File: src/rtl/tws_pkg.sv
// ----------------------------------------------------------------------------
// tws_pkg: shared types and constants
// Widths, state codes and status structs used by the smoothing filter.
// ----------------------------------------------------------------------------
package tws_pkg;

  // Largest supported half width and sample width
  localparam int MAX_HALF    = 15;
  localparam int SAMPLE_BITS = 16;

  // Derived sizes
  localparam int HIST_DEPTH = 2 * MAX_HALF + 1;
  localparam int HW_BITS    = $clog2(MAX_HALF + 1);
  localparam int W_BITS     = HW_BITS + 1;
  localparam int PROD_W     = SAMPLE_BITS + W_BITS + 1;
  localparam int DIV_W      = 2 * HW_BITS + 1;
  localparam int ACC_W      = SAMPLE_BITS + 2 * HW_BITS;
  localparam int CNT_W      = $clog2(HIST_DEPTH + 1);
  localparam int STEP_W     = $clog2(HIST_DEPTH);
  localparam int DCNT_W     = $clog2(ACC_W);

  // Configuration port
  localparam int CFG_W  = 4;
  localparam int ADDR_W = 3;
  localparam int DATA_W = 32;
  localparam logic [0:0]       REG_HALF_WIDTH = 1'b0;
  localparam logic [CFG_W-1:0] HALF_WIDTH_RST = 4'd2;

  typedef logic signed [SAMPLE_BITS-1:0] sample_t;

  typedef enum logic [2:0] {
    ST_IDLE,
    ST_ROT,
    ST_DSTART,
    ST_DIV,
    ST_MAIN,
    ST_FLUSH
  } state_t;

  typedef struct packed {
    logic busy;
    logic done;
  } div_stat_t;

endpackage

File: src/rtl/tws_cell.sv
// ----------------------------------------------------------------------------
// tws_cell: one history cell
// Holds one sample and passes it to the next cell when the chain moves.
// ----------------------------------------------------------------------------
module tws_cell (
  input  logic              clk,
  input  logic              rst_n,
  input  logic              en,
  input  tws_pkg::sample_t  din,
  output tws_pkg::sample_t  dout
);
  import tws_pkg::*;

  sample_t q_r;

  // Clear on reset, take the neighbor's sample when the chain moves
  always_ff @(posedge clk) begin
    if (!rst_n) begin
      q_r <= '0;
    end else if (en) begin
      q_r <= din;
    end
  end

  assign dout = q_r;

endmodule

File: src/rtl/tws_div.sv
// ----------------------------------------------------------------------------
// tws_div: serial unsigned divider
// Restoring division, one quotient bit per cycle.
// ----------------------------------------------------------------------------
module tws_div (
  input  logic                          clk,
  input  logic                          rst_n,
  input  logic                          start,
  input  logic [tws_pkg::ACC_W-1:0]     dividend,
  input  logic [tws_pkg::DIV_W-1:0]     divisor,
  output logic [tws_pkg::ACC_W-1:0]     quotient,
  output tws_pkg::div_stat_t            stat
);
  import tws_pkg::*;

  logic [DIV_W-1:0]  rem_r;
  logic [ACC_W-1:0]  quo_r;
  logic [DCNT_W-1:0] cnt_r;
  logic              busy_r;
  logic              done_r;

  logic [DIV_W:0]    shifted;
  logic [DIV_W:0]    diff;
  logic              qbit;

  // Trial subtract of the divisor from the shifted remainder
  always_comb begin
    shifted = {rem_r, quo_r[ACC_W-1]};
    diff    = shifted - {1'b0, divisor};
    qbit    = ~diff[DIV_W];
  end

  // Control: busy until all ACC_W quotient bits are shifted in, then pulse done
  always_ff @(posedge clk) begin
    if (!rst_n) begin
      busy_r <= 1'b0;
      done_r <= 1'b0;
      cnt_r  <= '0;
    end else begin
      done_r <= 1'b0;
      if (start) begin
        busy_r <= 1'b1;
        cnt_r  <= '0;
      end else if (busy_r) begin
        cnt_r <= cnt_r + 1'b1;
        if (cnt_r == DCNT_W'(ACC_W - 1)) begin
          busy_r <= 1'b0;
          done_r <= 1'b1;
        end
      end
    end
  end

  // Datapath: shift in one quotient bit per cycle
  always_ff @(posedge clk) begin
    if (start) begin
      rem_r <= '0;
      quo_r <= dividend;
    end else if (busy_r) begin
      rem_r <= qbit ? diff[DIV_W-1:0] : shifted[DIV_W-1:0];
      quo_r <= {quo_r[ACC_W-2:0], qbit};
    end
  end

  assign quotient  = quo_r;
  assign stat.busy = busy_r;
  assign stat.done = done_r;

endmodule

File: src/rtl/triangular_weighted_smoothing_filter_top.sv
// ----------------------------------------------------------------------------
// triangular_weighted_smoothing_filter_top: triangular moving average
// Centered weighted average over 2h+1 samples with weights 1..h+1..1,
// divided by (h+1)^2 and truncated toward zero; edge outputs are zero.
// ----------------------------------------------------------------------------
// Flow: an edge or flush result enters the output register from the MAIN or
//   FLUSH state once the output is free; a computed result first passes the
//   rotation around the history cells, the divider start, the divide steps
//   and the done pulse, then the output load. in_stall holds the input until
//   all results of an item are loaded, and output stalls hold the MAIN and
//   FLUSH states; an item that produces no result leaves the filter idle.
// Reset: counters clear, half_width returns to 2; history cells clear to 0.
// ----------------------------------------------------------------------------
module triangular_weighted_smoothing_filter_top (
  input  logic                          clk,
  input  logic                          rst_n,
  // input channel
  input  logic                          in_valid,
  output logic                          in_stall,
  input  tws_pkg::sample_t              in_sample,
  input  logic                          in_last_sample,
  // result channel
  output logic                          out_valid,
  input  logic                          out_stall,
  output tws_pkg::sample_t              out_smoothed,
  output logic                          out_edge_zero,
  output logic                          out_final_output,
  // configuration port
  input  logic                          cfg_psel,
  input  logic                          cfg_penable,
  input  logic                          cfg_pwrite,
  input  logic [tws_pkg::ADDR_W-1:0]    cfg_paddr,
  input  logic [tws_pkg::DATA_W-1:0]    cfg_pwdata,
  output logic [tws_pkg::DATA_W-1:0]    cfg_prdata,
  output logic                          cfg_pready
);
  import tws_pkg::*;

  // --------------------------------------------------------------------------
  // Declarations
  // --------------------------------------------------------------------------
  state_t               state_r, state_nxt;
  logic [CFG_W-1:0]     half_width_r;
  logic [CNT_W-1:0]     cnt_r;
  logic [STEP_W-1:0]    step_r;
  logic signed [ACC_W-1:0] acc_r;
  logic [HW_BITS-1:0]   h_r;
  logic                 edge_main_r;
  logic                 fin_main_r;
  logic [HW_BITS-1:0]   rest_r;

  logic                 out_valid_r;
  sample_t              smoothed_r;
  logic                 edge_r;
  logic                 fin_r;

  sample_t              cell_q [HIST_DEPTH];
  sample_t              chain_din;
  logic                 shift_en;

  logic                 cfg_wr;
  logic                 accept;
  logic [HW_BITS-1:0]   h_cur;
  logic                 a_main;
  logic                 a_edge;
  logic [HW_BITS-1:0]   a_rest;
  logic                 rot_last;
  logic                 out_free;
  logic                 load_main;
  logic                 load_flush;
  logic                 div_start;

  logic [STEP_W-1:0]    tap_k;
  logic [STEP_W-1:0]    h_ext;
  logic [STEP_W-1:0]    tap_dist;
  logic [STEP_W-1:0]    w_full;
  logic [W_BITS-1:0]    w;
  logic signed [PROD_W-1:0] prod;

  logic [W_BITS-1:0]    hp1;
  logic [2*W_BITS-1:0]  hsq;
  logic [ACC_W-1:0]     acc_mag;
  logic [ACC_W-1:0]     quotient;
  div_stat_t            div_st;
  sample_t              q_lo;
  sample_t              main_val;

  // --------------------------------------------------------------------------
  // Configuration register
  // --------------------------------------------------------------------------
  assign cfg_pready = 1'b1;
  assign cfg_wr     = cfg_psel && cfg_penable && cfg_pwrite &&
                      (cfg_paddr[ADDR_W-1:2] == REG_HALF_WIDTH);

  always_ff @(posedge clk) begin
    if (!rst_n) begin
      half_width_r <= HALF_WIDTH_RST;
    end else if (cfg_wr) begin
      half_width_r <= cfg_pwdata[CFG_W-1:0];
    end
  end

  always_comb begin
    if (cfg_paddr[ADDR_W-1:2] == REG_HALF_WIDTH) begin
      cfg_prdata = {{(DATA_W-CFG_W){1'b0}}, half_width_r};
    end else begin
      cfg_prdata = '0;
    end
  end

  // Clamp the half width to MAX_HALF so the window fits the history depth
  assign h_cur = (half_width_r > CFG_W'(MAX_HALF)) ? HW_BITS'(MAX_HALF)
                                                   : HW_BITS'(half_width_r);

  // --------------------------------------------------------------------------
  // Item decode at acceptance
  // --------------------------------------------------------------------------
  assign accept = in_valid && (state_r == ST_IDLE);

  always_comb begin
    a_main = (cnt_r >= CNT_W'(h_cur));
    a_edge = (cnt_r < CNT_W'({h_cur, 1'b0}));
    if (!in_last_sample) begin
      a_rest = '0;
    end else if (cnt_r < CNT_W'(h_cur)) begin
      a_rest = HW_BITS'(cnt_r + CNT_W'(1));
    end else begin
      a_rest = h_cur;
    end
  end

  assign rot_last = (step_r == STEP_W'(HIST_DEPTH - 1));
  assign out_free = !out_valid_r || !out_stall;

  // --------------------------------------------------------------------------
  // State machine: next state
  // --------------------------------------------------------------------------
  always_comb begin
    state_nxt = state_r;
    case (state_r)
      ST_IDLE: begin
        if (accept) begin
          if (a_main) begin
            state_nxt = a_edge ? ST_MAIN : ST_ROT;
          end else if (a_rest != '0) begin
            state_nxt = ST_FLUSH;
          end
        end
      end
      ST_ROT: begin
        if (rot_last) begin
          state_nxt = ST_DSTART;
        end
      end
      ST_DSTART: begin
        state_nxt = ST_DIV;
      end
      ST_DIV: begin
        if (div_st.done) begin
          state_nxt = ST_MAIN;
        end
      end
      ST_MAIN: begin
        if (out_free) begin
          state_nxt = (rest_r != '0) ? ST_FLUSH : ST_IDLE;
        end
      end
      ST_FLUSH: begin
        if (out_free && (rest_r == HW_BITS'(1))) begin
          state_nxt = ST_IDLE;
        end
      end
      default: begin
        state_nxt = ST_IDLE;
      end
    endcase
  end

  // --------------------------------------------------------------------------
  // State machine: outputs
  // --------------------------------------------------------------------------
  always_comb begin
    in_stall   = (state_r != ST_IDLE);
    shift_en   = accept || (state_r == ST_ROT);
    chain_din  = (state_r == ST_ROT) ? cell_q[HIST_DEPTH-1] : in_sample;
    div_start  = (state_r == ST_DSTART);
    load_main  = (state_r == ST_MAIN) && out_free;
    load_flush = (state_r == ST_FLUSH) && out_free;
  end

  // --------------------------------------------------------------------------
  // History cells: shift in on accept, rotate during the weighted pass
  // --------------------------------------------------------------------------
  for (genvar i = 0; i < HIST_DEPTH; i++) begin : g_cell
    if (i == 0) begin : g_head
      tws_cell u_cell (
        .clk   (clk),
        .rst_n (rst_n),
        .en    (shift_en),
        .din   (chain_din),
        .dout  (cell_q[i])
      );
    end else begin : g_body
      tws_cell u_cell (
        .clk   (clk),
        .rst_n (rst_n),
        .en    (shift_en),
        .din   (cell_q[i-1]),
        .dout  (cell_q[i])
      );
    end
  end

  // --------------------------------------------------------------------------
  // Tap weight: head cell holds sample k at pass step s (k = 0, 30, 29, ..)
  // --------------------------------------------------------------------------
  always_comb begin
    tap_k    = (step_r == '0) ? '0 : (STEP_W'(HIST_DEPTH) - step_r);
    h_ext    = STEP_W'(h_r);
    tap_dist = (tap_k > h_ext) ? (tap_k - h_ext) : (h_ext - tap_k);
    w_full   = h_ext + STEP_W'(1) - tap_dist;
    if (tap_k <= STEP_W'({h_r, 1'b0})) begin
      w = W_BITS'(w_full);
    end else begin
      w = '0;
    end
    prod = PROD_W'(cell_q[0] * $signed({1'b0, w}));
  end

  // --------------------------------------------------------------------------
  // Divide by (h+1)^2 on the magnitude, then restore the sign
  // --------------------------------------------------------------------------
  always_comb begin
    hp1     = {1'b0, h_r} + W_BITS'(1);
    hsq     = hp1 * hp1;
    acc_mag = acc_r[ACC_W-1] ? ACC_W'(-acc_r) : ACC_W'(acc_r);
    q_lo    = sample_t'(quotient[SAMPLE_BITS-1:0]);
    main_val = acc_r[ACC_W-1] ? sample_t'(-q_lo) : q_lo;
  end

  tws_div u_div (
    .clk      (clk),
    .rst_n    (rst_n),
    .start    (div_start),
    .dividend (acc_mag),
    .divisor  (DIV_W'(hsq)),
    .quotient (quotient),
    .stat     (div_st)
  );

  // --------------------------------------------------------------------------
  // Control registers
  // --------------------------------------------------------------------------
  always_ff @(posedge clk) begin
    if (!rst_n) begin
      state_r <= ST_IDLE;
      cnt_r   <= '0;
      step_r  <= '0;
      rest_r  <= '0;
    end else begin
      state_r <= state_nxt;
      // count samples of the block, saturating; clear at block end
      if (accept) begin
        if (in_last_sample) begin
          cnt_r <= '0;
        end else if (cnt_r != '1) begin
          cnt_r <= cnt_r + 1'b1;
        end
        rest_r <= a_rest;
        step_r <= '0;
      end else begin
        if (state_r == ST_ROT) begin
          step_r <= step_r + 1'b1;
        end
        if (load_flush) begin
          rest_r <= rest_r - 1'b1;
        end
      end
    end
  end

  // Item attributes and accumulator
  always_ff @(posedge clk) begin
    if (accept) begin
      h_r         <= h_cur;
      edge_main_r <= a_edge;
      fin_main_r  <= in_last_sample && (h_cur == '0);
      acc_r       <= '0;
    end else if (state_r == ST_ROT) begin
      acc_r <= acc_r + ACC_W'(prod);
    end
  end

  // --------------------------------------------------------------------------
  // Output register
  // --------------------------------------------------------------------------
  always_ff @(posedge clk) begin
    if (!rst_n) begin
      out_valid_r <= 1'b0;
    end else if (load_main || load_flush) begin
      out_valid_r <= 1'b1;
    end else if (!out_stall) begin
      out_valid_r <= 1'b0;
    end
  end

  always_ff @(posedge clk) begin
    if (load_main) begin
      smoothed_r <= edge_main_r ? '0 : main_val;
      edge_r     <= edge_main_r;
      fin_r      <= fin_main_r;
    end else if (load_flush) begin
      smoothed_r <= '0;
      edge_r     <= 1'b1;
      fin_r      <= (rest_r == HW_BITS'(1));
    end
  end

  assign out_valid        = out_valid_r;
  assign out_smoothed     = smoothed_r;
  assign out_edge_zero    = edge_r;
  assign out_final_output = fin_r;

  // --------------------------------------------------------------------------
  // Assertions
  // --------------------------------------------------------------------------
  a_edge_is_zero: assert property (@(posedge clk) disable iff (!rst_n)
    out_valid_r && edge_r |-> smoothed_r == '0)
    else $error("edge item carries a nonzero value");

  a_final_needs_edge: assert property (@(posedge clk) disable iff (!rst_n)
    out_valid_r && fin_r && !edge_r |-> h_r == '0)
    else $error("final computed item with nonzero half width");

  a_div_done_in_div: assert property (@(posedge clk) disable iff (!rst_n)
    div_st.done |-> state_r == ST_DIV)
    else $error("divider finished outside the divide state");

  a_flush_has_rest: assert property (@(posedge clk) disable iff (!rst_n)
    state_r == ST_FLUSH |-> rest_r != '0)
    else $error("flush state with no items left");

  a_no_load_on_stall: assert property (@(posedge clk) disable iff (!rst_n)
    out_valid_r && out_stall |-> !load_main && !load_flush)
    else $error("output register loaded while its item is stalled");

endmodule
File: config.mk
export PLATFORM = sky130hd
export DESIGN_NAME = triangular_weighted_smoothing_filter_top
export DESIGN_NICKNAME = d
export VERILOG_FILES = /design/src/rtl/tws_pkg.sv /design/src/rtl/tws_cell.sv /design/src/rtl/tws_div.sv /design/src/rtl/triangular_weighted_smoothing_filter_top.sv
export SDC_FILE = /design/constraint.sdc
export NUM_CORES = 1
export LEC_CHECK = 0
export BUFFER_PORTS_ARGS = -buffer_cell sky130_fd_sc_hd__buf_2
export CAP_MARGIN = 20
export CORE_MARGIN = 1.5
export CORE_UTILIZATION = 58
export CTS_CLUSTER_DIAMETER = 50
export DETAILED_ROUTE_END_ITERATION = 12
export GPL_TIMING_DRIVEN = 0
export PLACE_DENSITY = 0.84
export SETUP_SLACK_MARGIN = 0.4
export SYNTH_ARGS = -nofsm -noshare
export SYNTH_HDL_FRONTEND = slang
export SYNTH_SLANG_ARGS = --single-unit
File: constraint.sdc
create_clock -name clk -period 19.2 [get_ports clk]
set_input_delay 2.88 -clock clk [delete_from_list [all_inputs] [get_ports clk]]
set_output_delay 2.88 -clock clk [all_outputs]
set_load 0.02 [all_outputs]
Word-level counts from Yosys, hierarchy flattened
Index checks and enable logic that the tools add are counted.
{"block": "word_totals", "regBits": 606, "in_bits": 59, "output_inout_bits": 53}
{"block": "classes", "addsub": 13, "mul": 2, "magnitude_cmp": 6, "n_eq_ne": 16, "mux": 40, "n_bitwise": 4, "reduce_logical": 28}
{"op": "$mux W16", "n": 5}
{"op": "$mux W24", "n": 3}
{"op": "$mux W3", "n": 9}
{"op": "$mux W5", "n": 5}
{"op": "$add A24 B22 Y24", "n": 1}
{"op": "$mux W4", "n": 6}
{"op": "$neg A24 Y24", "n": 1}
{"op": "$mul A16 B6 Y22", "n": 1}
{"op": "$pmux W3 S6", "n": 1}
{"op": "$neg A16 Y16", "n": 1}
{"op": "$add A5 B1 Y5 const B", "n": 3}
{"op": "$eq A5 B5 Y1 const B", "n": 2}
{"op": "$mux W1", "n": 10}
{"op": "$sub A10 B9 Y10", "n": 1}
{"op": "$mul A5 B5 Y9", "n": 1}
{"op": "$mux W9", "n": 1}
{"op": "$logic_and A1 B1 Y1", "n": 8}
{"op": "$ne A2 B2 Y1 const B", "n": 4}
{"op": "$reduce_bool A2 Y1", "n": 4}
{"op": "$reduce_bool A4 Y1", "n": 2}
{"op": "$eq A3 B2 Y1 const B", "n": 2}
{"op": "$eq A3 B3 Y1 const B", "n": 2}
{"op": "$reduce_and A6 Y1", "n": 1}
{"op": "$add A4 B1 Y5 const B", "n": 1}
{"op": "other kinds (26)", "n": 34}

Logic depth before layout (Yosys ltp)
{"block": "depth", "depth_word": 10, "ltp_mapped": 39, "depth_no_buf": 37}

By module
A second synthesis with hierarchy kept.
{"block": "hier_totals", "hier_cells": 2907, "hier_area_um2": 30489.2}
{"module": "tws_cell", "instances": 31, "cells_each": 51, "area_per_inst_um2": 615.6, "seq_area_each_um2": 320.3}
{"module": "triangular_weighted_smoothing_filter_top", "instances": 1, "cells_each": 1122, "area_per_inst_um2": 9178.8, "seq_area_each_um2": 1641.6}
{"module": "tws_div", "instances": 1, "cells_each": 204, "area_per_inst_um2": 2227.1, "seq_area_each_um2": 1041.0}

Least setup slack after synthesis
OpenSTA, ideal clock, no wires.
{"block": "synth_path", "path_type": "register -> register", "start": "register step_r[0]", "end": "register acc_r[23]", "setup_time_ns": 0.115, "arrival_time_ns": 7.562, "required_ns": 19.085, "setup_slack_ns": 11.523, "path_stages_with_launch": 39, "n_path_buf": 3, "period_less_slack_ns": 7.677, "cell_sequence": "dfxtp_1 inv_1 ha_1 nand2b_1 nor3_1 or2_2 inv_1 ha_1 nor2b_1 o21ai_0 a21boi_0 o21ai_1 nand2_1 mux2i_1 xor2_1 ha_1 nor2b_1 o21ai_0 (+3 left out) clkbuf_1 buf_2 a21oi_1 ha_1 fa_1 fa_1 inv_1 fa_1 inv_1 ha_1 clkbuf_1 nand4_1 nor2_1 nor3_1 nand3_1 a21o_1 a41o_1 o21a_1"}
{"block": "synth_via", "elab_chain_cells": 8, "elab_cells_between_ends": 12, "classes_between": "add/sub (5); mul (1); order compare (2); mux (3); reduce/logical (1)"}
{"element": "from (decl)", "line": "triangular_weighted_smoothing_filter_top.sv:45", "rtl": "logic [STEP_W-1:0] step_r;"}
{"element": "from (signal assigned)", "line": "triangular_weighted_smoothing_filter_top.sv:273", "rtl": "step_r <= step_r + 1'b1;"}
{"element": "$sub A5 B5 Y5 or $logic_not A5 Y1 (tied branches)", "line": "triangular_weighted_smoothing_filter_top.sv:218", "rtl": "tap_k = (step_r == '0) ? '0 : (STEP_W'(HIST_DEPTH) - step_r);"}
{"element": "$mux W5 *", "line": "triangular_weighted_smoothing_filter_top.sv:218"}
{"element": "$sub A4 B5 Y5 (tied with other cells)", "line": "triangular_weighted_smoothing_filter_top.sv:220", "rtl": "tap_dist = (tap_k > h_ext) ? (tap_k - h_ext) : (h_ext - tap_k);"}
{"element": "$mux W5", "line": "triangular_weighted_smoothing_filter_top.sv:220"}
{"element": "$sub A5 B5 Y5", "line": "triangular_weighted_smoothing_filter_top.sv:221", "rtl": "w_full = h_ext + STEP_W'(1) - tap_dist;"}
{"element": "$mux W5 *", "line": "triangular_weighted_smoothing_filter_top.sv:222", "rtl": "if (tap_k <= STEP_W'({h_r, 1'b0})) begin"}
{"element": "$mul A16 B6 Y22 *", "line": "triangular_weighted_smoothing_filter_top.sv:227", "rtl": "prod = PROD_W'(cell_q[0] * $signed({1'b0, w}));"}
{"element": "$add A24 B22 Y24 *", "line": "triangular_weighted_smoothing_filter_top.sv:290", "rtl": "acc_r <= acc_r + ACC_W'(prod);"}
{"element": "to (signal assigned)", "line": "triangular_weighted_smoothing_filter_top.sv:290"}
{"element": "to (decl)", "line": "triangular_weighted_smoothing_filter_top.sv:46", "rtl": "logic signed [ACC_W-1:0] acc_r;"}
Mark *: on every way between the ends. The rest lies on a longest branch, timed or not.
A chain may end at the register's enable or synchronous reset.

Worst setup path after layout
{"block": "layout_path", "start": "register step_r[0]", "end": "register acc_r[21]"}
Same word-level chain as after synthesis.

==> impl_metrics.tcl <==
set metrics [dict create \
    r2r_slack_ns 10.28 \
    setup-violations-final 0 \
    fmax_mhz 112.1 \
    min_period_ns 8.918 \
    min_to "g_cell[19].g_body.u_cell.dout[13]$_SDFFE_PN0P_" \
    ys_ff_latch 606 \
    endpoint_kind "flop" \
    synth_ff_type "dfxtp_1" \
    max_stage_delay_ns 0.54 \
    routed_wl_mm 65.11 \
    reg2reg_depth 38 \
    worst_hold_slack_ns 0.4370 \
    synth-seq-area-share_pct 45.40 \
    report.final.hold_viol_count 0 \
    cts-resized-gates 0 \
    syn2layout_area_growth_pct 11.72 \
    rsz0062_at_grt "no" \
    drv_slew 0 \
    cts_max_path_buffers 3 \
    power_per_cell_area_nw_per_um2 185.1 \
    power_mw 5.745 \
    grt_max_degree 25 \
    crit_type "flop to flop" \
    drv_cap 0 \
    cp.buffers_inverters 7 \
    worst_ep_arrival_time_ns 9.37 \
    start_util_pct 58.43 \
    vias_per_cell 5.522 \
    fin_nets 3820 \
    hold_path.class "flop to flop" \
    start_kind "flop" \
    status "finished clean" \
    tightest_slew_ns 1.117 \
    power.leakage_nw 11.74 \
    numCtsBuffers 66 \
    dr.first_iter.drc_count 1815 \
    hold_depth 2 \
    ys_warn_count 0 \
    gp_congestion 0.9633 \
    slew_headroom_pct 25.55 \
    route.detailed.drc 0 \
    final_common_cell "nand2_1" \
    num_rows 80 \
    drtAntennaViolNets 0 \
    core_area_sq_um 47550 \
    n_fill_cell 3832 \
    antenna_found_initial 0 \
    required_ns 19.65 \
    synth-edff-count 48 \
    skew_ns 0.02881 \
    routed-via-count 23462 \
    clkTransAtPathRegs_ns 0.06 \
    wire_per_inst_um 15.32 \
    ys_types 66 \
    clkLatencyLatePin_ns 0.62 \
    clock_sinks 606 \
    syn_inst 3436 \
    r2r_start "step_r[0]$_SDFFE_PP0P_" \
    r2r_end "acc_r[21]$_SDFFE_PP0P_" \
    fin_setup_tns_ns 0 \
    cp_top_family "adder cells" \
    drive_above_1_share_pct 5.751 \
    io_buffer_count 51 \
    min_period_over_period_pct 46.45 \
    grt_usage_pct 25.99 \
    post_cts_buffers 0 \
    synth.avg_cell_area_sq_um 8.085 \
    grt_pass1_wl_mm 106.3 \
    htree_levels 3 \
    die_area_sq_um 49220 \
    cpMostUsedCell "ha_1" \
    holdCritStartpoint "g_cell[18].g_body.u_cell.dout[13]$_SDFFE_PN0P_" \
    cts_tree "done" \
    vdd_drop_max_mv 0.1519 \
    critPathSlowestCell "fa_1" \
    place_hpwl_mm 47.39 \
    antenna_cells 0 \
    die_w_um 221.9 \
    ios 112 \
    clk_root_buffer_cell "clkbuf_16" \
    drt-pass1-iter-count 9 \
    die_y_um 221.9 \
    holdBufCountCts 0 \
    async_reset_ff_share_pct 0 \
    syn_area_sq_um 27780 \
    grt_pass1_vias 22261 \
    overflow 0 \
    cp_max_fo 10 \
    final_cell_mix "nand2_1 (1,125), a21oi_1 (564), dfxtp_1 (558)" \
]
==> power breakdown <==
part | internal (mW) | switching (mW)
Combinational | 1.07 | 2.00
Sequential | 1.36 | 0.0742
Clock | 0.713 | 0.532
==> cell usage after synthesis, types with 5 or more instances <==
cell | number | area share [%]
a211oi_1 | 11 | 0.30
a21o_1 | 22 | 0.59
a21oi_1 | 564 | 10
a311oi_1 | 16 | 0.50
a31oi_1 | 12 | 0.27
and2_1 | 16 | 0.36
and3_1 | 48 | 1.1
buf_1 | 19 | 0.26
buf_4 | 29 | 0.78
clkbuf_1 | 193 | 2.6
dfxtp_1 | 558 | 40
edfxtp_1 | 48 | 5.2
fa_1 | 75 | 5.4
ha_1 | 103 | 4.6
inv_1 | 145 | 2.0
mux2_2 | 5 | 0.20
mux2i_1 | 18 | 0.65
nand2_1 | 1125 | 15
nand2b_1 | 11 | 0.25
nand3_1 | 21 | 0.38
nand4_1 | 12 | 0.27
nor2_1 | 93 | 1.3
nor2b_1 | 8 | 0.18
nor3_1 | 18 | 0.32
o211ai_1 | 5 | 0.14
o21ai_0 | 70 | 1.3
o21ai_1 | 6 | 0.11
o21bai_1 | 5 | 0.14
o31ai_1 | 13 | 0.35
or2_2 | 6 | 0.14
or3_1 | 13 | 0.29
or4_1 | 7 | 0.19
xnor2_1 | 44 | 1.4
xor2_1 | 38 | 1.2
==> cell families (layout without fill, tap and decap cells) <==
group | after synthesis | in the layout | synth area share [%]
compound gates | 759 | 759 | 14.93
xor+xnor | 82 | 82 | 2.585
fa+ha+maj | 178 | 178 | 10.04
buf+inv | 391 | 561 | 5.684
flops | 606 | 606 | 45.40
mux | 23 | 23 | 0.8512
other cells | 2 | 30 | 0.02703
simple gates | 1395 | 1395 | 20.48
==> area by class of cell <==
type	instances	area, sq um	area share, %
Buffer	243	1023	3.298
Clock buffer	88	1804	5.813
Clock inverter	31	322.8	1.040
Inverter	148	555.5	1.790
Multi-Input combinational cell	2467	13690	44.12
Sequential cell	606	12610	40.64
Tap cell	615	769.5	2.479
Timing Repair Buffer	51	255.2	0.8224
==> worst reg2reg max path, delay by kind of cell (launching register included) <==
family,cells,cell delay [ns]
multiplexers,2,0.42
flip-flops,1,0.44
AO/OA/AOI/OAI,8,1.56
buffers and inverters,7,1.02
AND/OR/NAND/NOR,11,2.04
adder cells (fa/ha/maj),8,2.88
XOR/XNOR,2,0.40
==> metrics by stage <==
step | cells | util, % | area, sq um | setup slack (ns)
2_1_floorplan | 3464 | - | 27890 | 11.52
3_3_place_gp | 4130 | 60.81 | 28910 | 10.57
3_5_place_dp | 4130 | 60.81 | 28910 | 10.48
4_1_cts | 4249 | 65.28 | 31040 | 10.42
5_1_grt | 4249 | 65.28 | 31040 | 9.733
6_report | 4249 | 65.28 | 31040 | 10.28
==> layer usage <==
layer	part of all wire (%)	global-route usage (%)
met5	0	0
met4	3.4	10.12
met3	4.9	4.161
met2	49	45.49
met1	43	32.08
==> flip-flops by register name, indices dropped and copies added (netlist names), 5 cells and up <==
name                       cells
g_cell.g_head.u_cell.dout     16
u_div.quotient                24
u_div.rem_r                    9
out_smoothed                  16
cnt_r                          5
u_div.cnt_r                    5
step_r                         5
acc_r                         24
g_cell.g_body.u_cell.dout    480
==> worst max-delay path by stage <==
stage	slack [ns]	from	end	depth (start not counted)
2_1_floorplan	11.52	step_r[0]$_SDFFE_PP0P_	acc_r[23]$_SDFFE_PP0P_	38
3_3_place_gp	10.57	step_r[0]$_SDFFE_PP0P_	acc_r[21]$_SDFFE_PP0P_	38
3_5_place_dp	10.48	step_r[0]$_SDFFE_PP0P_	acc_r[22]$_SDFFE_PP0P_	37
4_1_cts	10.42	step_r[0]$_SDFFE_PP0P_	acc_r[21]$_SDFFE_PP0P_	38
5_1_grt	9.73	step_r[0]$_SDFFE_PP0P_	acc_r[21]$_SDFFE_PP0P_	38
6_report	10.28	step_r[0]$_SDFFE_PP0P_	acc_r[21]$_SDFFE_PP0P_	38
Note: power is estimated with default switching activity, not from simulation.
